### src/rfm_pkg.sv
// Shared types and constants for the RFID frame receiver and ID matcher.
package rfm_pkg;

    // Frame delimiter bytes from the tag reader.
    localparam logic [7:0] BYTE_OPEN  = 8'h02;
    localparam logic [7:0] BYTE_CLOSE = 8'h03;

    // Input word action codes.
    localparam logic ACT_BYTE = 1'b0;
    localparam logic ACT_ARM  = 1'b1;

    // Result outcome codes.
    localparam logic [1:0] OUT_LEARNED  = 2'd0;
    localparam logic [1:0] OUT_MATCH    = 2'd1;
    localparam logic [1:0] OUT_MISMATCH = 2'd2;

    // Sequencer states.
    typedef enum logic [1:0] {
        ST_IDLE,
        ST_SWEEP,
        ST_FINISH
    } rfm_state_t;

endpackage

### src/rfm_item_if.sv
// Valid/ready channel carrying reader bytes and learn-arm events.
interface rfm_item_if;
    logic       valid;
    logic       ready;
    logic       action;
    logic [7:0] rx_byte;

    modport source (output valid, output action, output rx_byte, input ready);
    modport sink   (input valid, input action, input rx_byte, output ready);
endinterface

### src/rfm_result_if.sv
// Valid/ready channel carrying one result word per closed frame.
interface rfm_result_if;
    logic       valid;
    logic       ready;
    logic [1:0] outcome;
    logic [3:0] frame_length;

    modport source (output valid, output outcome, output frame_length, input ready);
    modport sink   (input valid, input outcome, input frame_length, output ready);
endinterface

### src/rfid_frame_receiver_id_matcher.sv
// RFID tag frame receiver with identifier learn and compare.
//
// Reader bytes and learn-arm events arrive on the item channel. A byte 0x02
// opens a frame, data bytes fill the frame buffer (up to ID_LEN of them), and
// a byte 0x03 closes the frame. On close, one shared byte lane sweeps the
// ID_LEN buffer entries, one entry per cycle, either copying them into the
// stored identifier (learn armed) or comparing them against it. Every word
// other than a frame close is taken whenever the sequencer is idle; a frame
// close holds the item channel through the sweep and the posting of the
// result, which waits if the previous result has not yet been taken. The result
// sits in an output register, so new bytes are accepted while it waits.
module rfid_frame_receiver_id_matcher
    import rfm_pkg::*;
#(
    parameter int ID_LEN = 12
)
(
    input  logic         clk,
    input  logic         rst_n,
    rfm_item_if.sink     item,
    rfm_result_if.source result
);

    localparam int CW = $clog2(ID_LEN + 1);
    localparam int IW = (ID_LEN > 1) ? $clog2(ID_LEN) : 1;

    rfm_state_t state_reg, state_next;

    logic [7:0]    frame_buffer_reg [ID_LEN];
    logic [7:0]    learned_id_reg   [ID_LEN];
    logic [CW-1:0] byte_index_reg, byte_index_next;
    logic [CW-1:0] sweep_cnt_reg, sweep_cnt_next;
    logic          in_frame_reg, in_frame_next;
    logic          learn_armed_reg, learn_armed_next;
    logic          mismatch_reg, mismatch_next;
    logic [3:0]    len_reg, len_next;
    logic          out_valid_reg, out_valid_next;
    logic [1:0]    outcome_reg;
    logic [3:0]    frame_length_reg;

    logic          accept;
    logic          buf_we;
    logic          id_we;
    logic          out_load;
    logic [CW+3:0] index_ext;
    logic [3:0]    len_sat;
    logic [7:0]    sweep_buf_byte;
    logic [7:0]    sweep_id_byte;

    // Handshake and shared sweep lane.
    assign item.ready     = (state_reg == ST_IDLE);
    assign accept         = item.valid && item.ready;
    assign sweep_buf_byte = frame_buffer_reg[sweep_cnt_reg[IW-1:0]];
    assign sweep_id_byte  = learned_id_reg[sweep_cnt_reg[IW-1:0]];

    // Frame length reported saturates at 15.
    always_comb
    begin
        index_ext = {4'b0000, byte_index_reg};
        if (index_ext > (CW + 4)'(15))
        begin
            len_sat = 4'hF;
        end
        else
        begin
            len_sat = index_ext[3:0];
        end
    end

    // Sequencer: next state and control.
    always_comb
    begin
        state_next       = state_reg;
        byte_index_next  = byte_index_reg;
        sweep_cnt_next   = sweep_cnt_reg;
        in_frame_next    = in_frame_reg;
        learn_armed_next = learn_armed_reg;
        mismatch_next    = mismatch_reg;
        len_next         = len_reg;
        buf_we           = 1'b0;
        id_we            = 1'b0;
        out_load         = 1'b0;

        unique case (state_reg)
            ST_IDLE:
            begin
                if (accept)
                begin
                    priority if (item.action == ACT_ARM)
                    begin
                        learn_armed_next = 1'b1;
                    end
                    else if (item.rx_byte == BYTE_OPEN)
                    begin
                        in_frame_next   = 1'b1;
                        byte_index_next = '0;
                    end
                    else if (item.rx_byte == BYTE_CLOSE)
                    begin
                        if (in_frame_reg)
                        begin
                            in_frame_next   = 1'b0;
                            byte_index_next = '0;
                            len_next        = len_sat;
                            sweep_cnt_next  = '0;
                            mismatch_next   = 1'b0;
                            state_next      = ST_SWEEP;
                        end
                    end
                    else
                    begin
                        // Data bytes are kept only inside a frame and below ID_LEN.
                        if (in_frame_reg && (byte_index_reg < CW'(ID_LEN)))
                        begin
                            buf_we          = 1'b1;
                            byte_index_next = byte_index_reg + 1'b1;
                        end
                    end
                end
            end
            ST_SWEEP:
            begin
                if (learn_armed_reg)
                begin
                    id_we = 1'b1;
                end
                else if (sweep_buf_byte != sweep_id_byte)
                begin
                    mismatch_next = 1'b1;
                end
                sweep_cnt_next = sweep_cnt_reg + 1'b1;
                if (sweep_cnt_reg == CW'(ID_LEN - 1))
                begin
                    state_next = ST_FINISH;
                end
            end
            ST_FINISH:
            begin
                if (!out_valid_reg || result.ready)
                begin
                    out_load         = 1'b1;
                    learn_armed_next = 1'b0;
                    state_next       = ST_IDLE;
                end
            end
            default:
            begin
                state_next = ST_IDLE;
            end
        endcase
    end

    // Output register valid flag.
    always_comb
    begin
        if (out_load)
        begin
            out_valid_next = 1'b1;
        end
        else if (out_valid_reg && result.ready)
        begin
            out_valid_next = 1'b0;
        end
        else
        begin
            out_valid_next = out_valid_reg;
        end
    end

    // Control and state registers.
    always_ff @(posedge clk or negedge rst_n)
    begin
        if (!rst_n)
        begin
            state_reg       <= ST_IDLE;
            byte_index_reg  <= '0;
            sweep_cnt_reg   <= '0;
            in_frame_reg    <= 1'b0;
            learn_armed_reg <= 1'b0;
            mismatch_reg    <= 1'b0;
            len_reg         <= '0;
            out_valid_reg   <= 1'b0;
        end
        else
        begin
            state_reg       <= state_next;
            byte_index_reg  <= byte_index_next;
            sweep_cnt_reg   <= sweep_cnt_next;
            in_frame_reg    <= in_frame_next;
            learn_armed_reg <= learn_armed_next;
            mismatch_reg    <= mismatch_next;
            len_reg         <= len_next;
            out_valid_reg   <= out_valid_next;
        end
    end

    // Frame buffer and stored identifier; both start out all zeros.
    always_ff @(posedge clk or negedge rst_n)
    begin
        if (!rst_n)
        begin
            for (int i = 0; i < ID_LEN; i++)
            begin
                frame_buffer_reg[i] <= '0;
                learned_id_reg[i]   <= '0;
            end
        end
        else
        begin
            if (buf_we)
            begin
                frame_buffer_reg[byte_index_reg[IW-1:0]] <= item.rx_byte;
            end
            if (id_we)
            begin
                learned_id_reg[sweep_cnt_reg[IW-1:0]] <= sweep_buf_byte;
            end
        end
    end

    // Result payload register.
    always_ff @(posedge clk or negedge rst_n)
    begin
        if (!rst_n)
        begin
            frame_length_reg <= '0;
            outcome_reg      <= OUT_LEARNED;
        end
        else if (out_load)
        begin
            frame_length_reg <= len_reg;
            if (learn_armed_reg)
            begin
                outcome_reg <= OUT_LEARNED;
            end
            else if (mismatch_reg)
            begin
                outcome_reg <= OUT_MISMATCH;
            end
            else
            begin
                outcome_reg <= OUT_MATCH;
            end
        end
    end

    assign result.valid        = out_valid_reg;
    assign result.outcome      = outcome_reg;
    assign result.frame_length = frame_length_reg;

endmodule
### src/flat_wrapper.sv
// flat-port wrapper written by rule: the top's interface ports become plain ports
module rfid_frame_receiver_id_matcher_flat import rfm_pkg::*;
#(
    parameter int ID_LEN = 12
)
  (clk, rst_n, item_valid, item_action, item_rx_byte, item_ready, result_valid, result_outcome, result_frame_length, result_ready);
  rfm_item_if item_i ();
  rfm_result_if result_i ();
  input  logic clk;
  input  logic rst_n;
  input wire logic [$bits(item_i.valid)-1:0] item_valid;
  input wire logic [$bits(item_i.action)-1:0] item_action;
  input wire logic [$bits(item_i.rx_byte)-1:0] item_rx_byte;
  output wire logic [$bits(item_i.ready)-1:0] item_ready;
  output wire logic [$bits(result_i.valid)-1:0] result_valid;
  output wire logic [$bits(result_i.outcome)-1:0] result_outcome;
  output wire logic [$bits(result_i.frame_length)-1:0] result_frame_length;
  input wire logic [$bits(result_i.ready)-1:0] result_ready;
  assign item_i.valid = item_valid;
  assign item_i.action = item_action;
  assign item_i.rx_byte = item_rx_byte;
  assign item_ready = item_i.ready;
  assign result_valid = result_i.valid;
  assign result_outcome = result_i.outcome;
  assign result_frame_length = result_i.frame_length;
  assign result_i.ready = result_ready;
  rfid_frame_receiver_id_matcher #(.ID_LEN(ID_LEN)) u_core (.clk(clk), .rst_n(rst_n), .item(item_i), .result(result_i));
endmodule
### config.mk
export PLATFORM = sky130hd
export DESIGN_NAME = rfid_frame_receiver_id_matcher_flat
export DESIGN_NICKNAME = d
export VERILOG_FILES = /design/src/rfm_pkg.sv /design/src/rfm_item_if.sv /design/src/rfm_result_if.sv /design/src/rfid_frame_receiver_id_matcher.sv /design/src/flat_wrapper.sv
export SDC_FILE = /design/constraint.sdc
export NUM_CORES = 1
export LEC_CHECK = 0
export BUFFER_PORTS_ARGS = -buffer_cell sky130_fd_sc_hd__clkbuf_2
export CAP_MARGIN = 15
export CORE_MARGIN = 2
export CORE_UTILIZATION = 65
export CTS_CLUSTER_SIZE = 24
export DETAILED_ROUTE_END_ITERATION = 8
export GPL_TIMING_DRIVEN = 0
export PLACE_DENSITY = 0.82
export SYNTH_ARGS = -nofsm -noshare
export SYNTH_HDL_FRONTEND = slang
export SYNTH_SLANG_ARGS = --single-unit
### constraint.sdc
create_clock -name clk -period 4.3 [get_ports clk]
set_clock_uncertainty 0.15 [all_clocks]
set_input_delay 0.645 -clock clk [delete_from_list [all_inputs] [get_ports clk]]
set_output_delay 0.645 -clock clk [all_outputs]
set_load 0.005 [all_outputs]
# After elaboration in Yosys (flattened, before gate mapping)
# Cells that the tools add are included.
word_totals:
  reg_bits: 216
  latch_bits: 0
  ramBits: 0
  mem_bits_ro: 0
  inputBits: 13
  n_memories: 0
classes:
  addsub: 2
  mul: 0
  n_div: 0
  n_lt_le_gt_ge: 5
  eq_ne: 17
  shifts: 0
  n_mux: 57
  n_bitwise: 4
  reduce_logical: 20
op_table:
  columns: ["cell", "n"]
  rows:
  - ["96-bit bitwise mux", 2]
  - ["8-bit binary-select mux with 4-bit select", 2]
  - ["8-bit demux with 4-bit select", 2]
  - ["8-bit 2-to-1 mux", 6]
  - ["4-bit 2-to-1 mux", 8]
  - ["1-bit 2-to-1 mux", 24]
  - ["2-bit 2-to-1 mux", 9]
  - ["8-bit by 2-bit == test with 1-bit output, second input constant", 2]
  - ["2-bit inequality test, second input constant", 7]
  - ["6-bit AND reduction", 2]
  - ["5-bit >= comparator, second input constant", 2]
  - ["5-bit by 1-bit < comparator with 1-bit output, second input constant", 2]
  - ["4-bit inverter with 5-bit output", 2]
  - ["4-bit by 1-bit adder with 4-bit output, second input constant", 2]
  - ["8-bit inequality test", 1]
  - ["4-bit one-hot mux with 2 select lines", 1]
  - ["4-bit AND reduction", 2]
  - ["8-bit AND reduction", 1]
  - ["2-bit nonzero test", 4]
  - ["7-bit AND reduction", 1]
  - ["2-bit by 1-bit inequality test with 1-bit output, second input constant", 3]
  - ["2-bit one-hot mux with 3 select lines", 1]
  - ["1-bit logical AND", 5]
  - ["5-bit AND reduction", 1]
  - ["11 further kinds", 13]

# Depth between registers and ports, before layout
# Gate-level depths: netlist (run 1).
logic_depth:
  word_depth: 8
  mapped_depth: 9
  ltp_nobuf: 7

# Least setup slack after synthesis (run 1)
# No wires, ideal clock.
synth_path:
  kind: "input to register"
  startpoint: "input item_rx_byte[5]"
  endpoint: "register u_core.sweep_cnt_reg[3]"
  setup_ns: 0.120
  arrival_ns: 2.071
  slack_ns: 1.959
  stages: 8
  n_path_buf: 1
  path_cell_list: "nor4_1 and3_1 clkbuf_1 nand4_1 a21oi_1 nand4_1 xnor2_1 and2_1"
synth_via:
  elab_chain_cells: 3
  word_cells_on_any_way: 5
synth_rtl:
  columns: ["item", "line_no", "rtl"]
  rows:
  - ["start: declaration", "flat_wrapper.sv:13", "input wire logic [$bits(item_i.rx_byte)-1:0] item_rx_byte;"]
  - ["8-bit by 2-bit == test with 1-bit output, on equally long branches", "rfid_frame_receiver_id_matcher.sv:93, rfid_frame_receiver_id_matcher.sv:98", null]
  - ["2-bit inequality test (no source line)", null, null]
  - ["6-bit AND reduction (no source line) *", null, null]
  - ["end signal: assignment", "rfid_frame_receiver_id_matcher.sv:188", "sweep_cnt_reg <= sweep_cnt_next;"]
  - ["end: declaration", "rfid_frame_receiver_id_matcher.sv:32", "logic [CW-1:0] sweep_cnt_reg, sweep_cnt_next;"]
# Mark *: on every way between the ends. The rest lies on a longest branch, timed or not.
# A chain may end at the register's enable or synchronous reset.

# Final worst setup path (run 1)
layout_path:
  startpoint: "register u_core.sweep_cnt_reg[1]"
  endpoint: "register u_core.learned_id_reg[94] (netlist bit)"
layout_via:
  elab_chain_cells: 6
  word_cells_on_any_way: 10
layout_rtl:
  columns: ["item", "line_no", "rtl"]
  rows:
  - ["4-bit inverter with 5-bit output (implied by the code) *", "rfid_frame_receiver_id_matcher.sv:53, rfid_frame_receiver_id_matcher.sv:216", null]
  - ["5-bit >= comparator (implied by the code) or 5-bit by 1-bit < comparator with 1-bit output (tied branches)", "rfid_frame_receiver_id_matcher.sv:216", "learned_id_reg[sweep_cnt_reg[IW-1:0]] <= sweep_buf_byte;"]
  - ["1-bit logical AND (implied by the code)", "rfid_frame_receiver_id_matcher.sv:216", null]
  - ["8-bit 2-to-1 mux (implied by the code)", "rfid_frame_receiver_id_matcher.sv:216", null]
  - ["8-bit demux with 4-bit select", "rfid_frame_receiver_id_matcher.sv:216", null]
  - ["96-bit bitwise mux *", "rfid_frame_receiver_id_matcher.sv:216", null]
  - ["end signal: indexed assignment", "rfid_frame_receiver_id_matcher.sv:216", null]
  - ["end: declaration", "rfid_frame_receiver_id_matcher.sv:30", "logic [7:0] learned_id_reg [ID_LEN];"]
# Mark *: on every way between the ends. The rest lies on a longest branch, timed or not. The select of a mux whose other input is x is not followed.

==> qor.yml, run 1 <==
run_status:
  status: "complete, no violations"
final_layout:
  stdcell_count: 1005
  final_area_um2: 10800
  regArea_um2: 5410
  area.growth.synth_to_final_pct: 11.7
  post-route-util_pct: 74.3
  nets: 827
  fill_cells: 862
  multi_input_area_um2: 4010
  diodes: 0
  drive_above_1_share_pct: 29.0
floorplanning:
  top_level_ports: 21
  row_count: 44
  die_y_um: 126
  dieArea_um2: 15800
  start_util_pct: 66.5
  die_w_um: 126
  coreArea_um2: 14500
detailed_routing:
  drt-total-wl_um: 22000
  ant_nets: 0
  drtIter0Drc: 652
  drcViolationCount: 0
  drtPass1Iterations: 5
  via_count: 6499
  viasPerCell: 6.47
  wl_per_cell_um: 21.9
sta:
  whs_ns: 0.271
  relSlewSlack_pct: 43.4
  finalCritPeriodShare_pct: 71.4
  post-route-min-period_ns: 3.07
  tightest_slew_ns: 0.849
  setup_viol: 0
  max_clock_freq_ghz: 0.326
  hold_violations: 0
  fin_ws_ns: 1.23
  grt_setup_unrepaired: "false"
  maxSlewViolCount: 0
logic_synthesis:
  yosysUniqueCellTypes: 36
  synth_seq_area_share_pct: 56.0
  yosysWarnings: 0
  syn_area_per_cell_um2: 12.7
  synth_fp_nets: 779
  syn-instance-count: 758
  synth_largest_area_cell: "dfrtp_1"
  synth-seq-cells: 216
  synth.top_cell.area_share_pct: 56.0
  syn_area_um2: 9660
  synth.area.top_cells: "dfrtp_1 (56%), mux2_2 (12%), mux4_2 (11%)"
power:
  p_per_area_nw_per_um2: 396
  power_leakage_uw: 0.00507
  ir_worst_vdd_mv: 0.317
global_route:
  antenna_found_initial: 0
  grt_pass1_vias: 6798
  grt-ovfl-total: 0
  track_usage_pct: 28.7
  grt_pass1_wl_um: 36000
  grt_max_degree: 83
critical_path:
  path_class: "reg2reg"
  r2r_cells: 8
  cp_slowest_cell: "dfrtp_1"
  crit_chain: "buf_2 -> buf_2 -> buf_2 -> inv_1 -> ha_1 -> nand2_1 -> clkbuf_1 -> o21ai_0"
  crit_path_end_kind: "register"
  cp.required_ns: 4.52
  path_common_cell: "buf_2"
  start_kind: "register"
  worstPathArrival_ns: 3.29
  max_stage_delay_ns: 0.53
  crit_path_max_fanout: 10
place:
  io_buffer_count: 20
  hpwl_um: 15200
  routabilityCongestion: 0.812
  dp_slack_ns: 1.33
  placed_cell_area_um2: 10100
  dp_cells: 964
cts:
  root_buffer: "clkbuf_16"
  cts_tree: "built"
  post_cts_buffers: 0
  clock_path_buffers: 3
  clock_sinks: 216
  clock_latency_ns: 0.51
  clk_pin_slew_ns: 0.06
  h-tree-depth: 1
  cts_buffers: 23
flow_run:
  drv_cap: 0
worst_hold_path:
  hp-class: "in2reg"
  hold_depth: 2
## per-stage QoR
step / setup TNS (ns) / total power, uW
after global placement: -297.04 / 2360
after detailed placement: 0 / 2380
after CTS: 0 / 4290
after floorplan: 0 / 2270
after global routing: 0 / 4400
final: 0 / 4270
## cells by family after synthesis
family / count (synthesis) / share of synthesized area, %
adders and majority gates: 8 / 1.04
DFF: 216 / 56.0
and+or+nand+nor: 174 / 7.62
xor gates and xnor gates: 10 / 0.907
AOI/OAI and AO/OA: 149 / 8.86
buffers and inverters: 51 / 2.53
muxes: 150 / 23.1
## worst max-delay path, delay by kind of cell (launching register included)
kind                     cells  cell delay, ns
buffers and inverters        5            1.60
adder cells (fa/ha/maj)      1            0.24
flip-flops                   1            0.53
AND/OR/NAND/NOR              1            0.24
AO/OA/AOI/OAI                1            0.16
## repair_timing
| action | CTS | global route |
|---|---|---|
| hold buffers | 1 | 0 |
| gates resized for setup | 0 | 0 |
| endpoints found under the hold margin | 58 | 0 |
## layout by cell type, fill, tap and decap left out, types with 10 or more instances in the layout
master,instances
clkbuf_1,29
dfrtp_1,216
mux2_2,102
buf_2,15
xnor2_1,10
nand2_1,128
nor2_1,18
a22o_1,16
clkbuf_16,23
o21ai_0,92
mux4_2,48
a21oi_1,20
clkbuf_2,19
## routing by layer
metal  vias to the layer above  wire, um  track usage (%)
li1                       2824         -                -
met1                      3352      9130             40.5
met4                         0       705             10.5
met2                       259     10900             46.6
met3                        64      1300             4.04
met5                         -         0                0
## worst paths after layout
kind / start / to / slack, ns
min in group asynchronous: rst_n / u_core.learned_id_reg[22] / 0.53
setup reg to reg: u_core.sweep_cnt_reg[1] / u_core.learned_id_reg[94] / 1.23
max in group asynchronous: rst_n / u_core.frame_buffer_reg[42] / 2.70
hold reg to reg: u_core.learned_id_reg[74] / u_core.learned_id_reg[74] / 0.32
setup / recovery: u_core.sweep_cnt_reg[1] / u_core.learned_id_reg[94] / 1.23
hold / removal: item_rx_byte[6] / u_core.frame_buffer_reg[22] / 0.27
## synth_stat cells (all sizes together)
cell    number
a21oi       27
a22o        16
a31oi        2
a32o         1
and2         3
and3         3
buf         20
clkbuf      26
dfrtp      216
ha           8
inv          5
mux2       102
mux4        48
nand2      128
nand2b       2
nand3        3
nand3b       1
nand4        5
nor2        18
nor2b        4
nor3         2
nor3b        3
nor4         1
o21ai       99
o22a         1
o22ai        1
o31ai        1
o41ai        1
or4b         1
xnor2       10
## power by group
| group | internal, uW | switching [uW] |
|---|---|---|
| sequential | 2070 | 29.4 |
| combinational | 96.2 | 151 |
| clock | 1120 | 801 |
## cell type report
class | count | area share, %
Sequential cell | 216 | 50.1
Multi-Input combinational cell | 491 | 37.1
Clock buffer | 27 | 5.57
Tap cell | 184 | 2.13
Buffer | 46 | 2.09
Timing Repair Buffer | 23 | 1.61
Clock inverter | 13 | 1.19
Inverter | 5 | 0.174
Power figures use the tool's default switching activity.
==> run 2, diff against run 1 <==
--- a/config.mk
+++ b/config.mk
@@ -8,11 +8,11 @@
 export BUFFER_PORTS_ARGS = -buffer_cell sky130_fd_sc_hd__clkbuf_2
 export CAP_MARGIN = 15
 export CORE_MARGIN = 2
-export CORE_UTILIZATION = 65
+export CORE_UTILIZATION = 56
 export CTS_CLUSTER_SIZE = 24
 export DETAILED_ROUTE_END_ITERATION = 8
 export GPL_TIMING_DRIVEN = 0
-export PLACE_DENSITY = 0.82
+export PLACE_DENSITY = 0.75
 export SYNTH_ARGS = -nofsm -noshare
 export SYNTH_HDL_FRONTEND = slang
 export SYNTH_SLANG_ARGS = --single-unit
==> constraint.sdc (replaced) <==
create_clock -name clk -period 2.5 [get_ports clk]
set_clock_uncertainty 0.15 [all_clocks]
set_input_delay 0.375 -clock clk [delete_from_list [all_inputs] [get_ports clk]]
set_output_delay 0.375 -clock clk [all_outputs]
set_load 0.005 [all_outputs]
==> run 2 against run 1 <==
The flow now finishes with violations (negative setup slack). Sequential power grew 72%. Critical path depth grew 1. Sequential cell count is the same. Register-to-register slack lost 1.4 ns. Setup slack lost 1.4 ns. Fmax grew 16%. Final cell count grew 5.3%. Combinational power grew 93%. Non-clock buffer count grew 12. Sequential share of layout area shrank 2.0 points. Global-route usage shrank 2.2 points.
==> qor.yml, run 2 (synthesized netlist as in run 1, its figures left out) <==
run_status:
  status: "finished with violations"
  violations: "negative setup slack"
global_route:
  grt_pass1_vias: 6798
  track_usage_pct: 26.6
  grt-ovfl-total: 0
  antenna_found_initial: 0
  grt_max_degree: 111
  grt_pass1_wl_um: 37000
cts:
  clock_latency_ns: 0.50
  h-tree-depth: 1
  root_buffer: "clkbuf_16"
  clock_path_buffers: 3
  cts_tree: "built"
  clock_sinks: 216
  cts_buffers: 23
  clk_pin_slew_ns: 0.06
final_layout:
  drive_above_1_share_pct: 34.7
  diodes: 0
  nets: 839
  stdcell_count: 1058
  regArea_um2: 5410
  multi_input_area_um2: 4130
  area.growth.synth_to_final_pct: 16.3
  final_common_cell: "dfrtp_1"
  final_area_um2: 11200
  mostFrequentLayoutCells: "dfrtp_1 (215), nand2_1 (115), mux2_2 (102)"
  fill_cells: 1225
  post-route-util_pct: 65.9
power:
  switching_share_pct: 22.1
  power_leakage_uw: 0.00528
  ir_worst_vdd_mv: 0.670
  pwr-share-clk_pct: 46.7
  power_frac_comb_pct: 6.2
  internal-power_uw: 5980
  power_switching_uw: 1700
  seq_power_share_pct: 47.1
  p_per_area_nw_per_um2: 683
  power.total_uw: 7680
critical_path:
  crit_chain: "buf_12 -> buf_12 -> mux4_2 -> a22o_1 -> a21oi_4 -> xnor2_1 -> nand4_1 -> nor2_2 -> o31ai_2"
  cp_slowest_cell: "mux4_2"
  max_stage_delay_ns: 0.52
  cp.required_ns: 2.74
  worstReg2RegStart: "u_core.sweep_cnt_reg[0]"
  r2r_slack_ns: -0.14
  path_class: "reg2reg"
  worstPathArrival_ns: 2.88
  crit_path_max_fanout: 8
  r2r_cells: 9
  path_common_cell: "buf_12"
  worstReg2RegEnd: "u_core.mismatch_reg"
  crit_path_end_kind: "register"
  start_kind: "register"
sta:
  maxSlewViolCount: 0
  grt_setup_unrepaired: "true"
  setup_viol: 1
  fin_ws_ns: -0.141
  finalCritPeriodShare_pct: 106
  relSlewSlack_pct: 41.2
  max_clock_freq_ghz: 0.379
  hold_violations: 0
  post-route-min-period_ns: 2.64
  tightest_slew_ns: 0.882
place:
  hpwl_um: 15700
  dp_cells: 1004
  io_buffer_count: 20
  routabilityCongestion: 0.881
  dp_slack_ns: -0.473
  placed_cell_area_um2: 10100
worst_hold_path:
  min_from: "item_rx_byte[6]"
  hold_depth: 2
  holdPathEnd: "u_core.frame_buffer_reg[22]"
  hp-class: "in2reg"
floorplanning:
  die_w_um: 135
  top_level_ports: 21
  row_count: 48
  dieArea_um2: 18300
  start_util_pct: 56.6
  die_y_um: 135
  coreArea_um2: 17100
detailed_routing:
  wl_per_cell_um: 22.6
  via_count: 6577
  drtPass1Iterations: 5
  viasPerCell: 6.22
  ant_nets: 0
  drt-total-wl_um: 23900
  drtIter0Drc: 529
  drcViolationCount: 0
flow_run:
  drv_cap: 0
==> run 2: repair_timing <==
| item | in CTS | in global routing |
|---|---|---|
| pin swaps | 5 | 1 |
| cloned | 1 | 0 |
| setup endpoints to repair | 92 | 150 |
| setup buffers | 10 | 3 |
| hold buffers | 1 | 0 |
| gates resized for setup | 39 | 38 |
| hold endpoints to repair | 109 | 0 |
==> run 2: metal layers <==
layer / track usage, % / wire [um] / part of all wire [%]
met2: 45.1 / 12300 / 52
met4: 8.04 / 664 / 2.8
met3: 5.84 / 1410 / 5.9
met5: 0 / 0 / 0
met1: 34.6 / 9500 / 40
==> run 2: through the flow <==
stage          hold slack, ns  TNS, ns
5_1_grt                0.0186   -0.584
6_report               0.0250   -0.141
3_3_place_gp            0.306  -635.55
2_1_floorplan         -0.0706        0
4_1_cts               0.00523  -0.0667
3_5_place_dp            0.316   -29.33
==> run 2: power by group through the flow <==
stage          sequential (uW)  combinational (uW)  clock (uW)
2_1_floorplan             3660                 249           0
3_3_place_gp              3670                 398           0
3_5_place_dp              3680                 423           0
4_1_cts                   3620                 458        3610
5_1_grt                   3620                 521        3750
6_report                  3620                 477        3580
==> run 2: worst max-delay path: cells and delay by family, from the launching register on <==
family / cells / cell delay [ns]
buffers and inverters: 2 / 0.30
and+or+nand+nor: 2 / 0.34
AOI/OAI and AO/OA: 3 / 0.59
DFF: 1 / 0.40
xor gates and xnor gates: 1 / 0.20
muxes: 1 / 0.52
==> run 2: final cells by class <==
type                    count  share of cell area (%)
clock inverters             7                    1.00
plain buffers              45                    2.69
clock buffers              33                    6.17
repair buffers             36                    2.56
multi-input cells         491                    36.8
flip-flops and latches    216                    48.1
well taps                 225                    2.51
inverters                   5                   0.167
==> run 2: worst max path at each step <==
stage	from	endpoint	slack, ns
CTS	u_core.sweep_cnt_reg[0]	u_core.mismatch_reg	-0.07
global route	u_core.sweep_cnt_reg[0]	u_core.mismatch_reg	-0.19
finish	u_core.sweep_cnt_reg[0]	u_core.mismatch_reg	-0.14
floorplan	u_core.sweep_cnt_reg[0]	u_core.mismatch_reg	0.20
detailed placement	u_core.sweep_cnt_reg[1]	u_core.learned_id_reg[19]	-0.47
global placement	rst_n	u_core.frame_buffer_reg[10]	-2.85
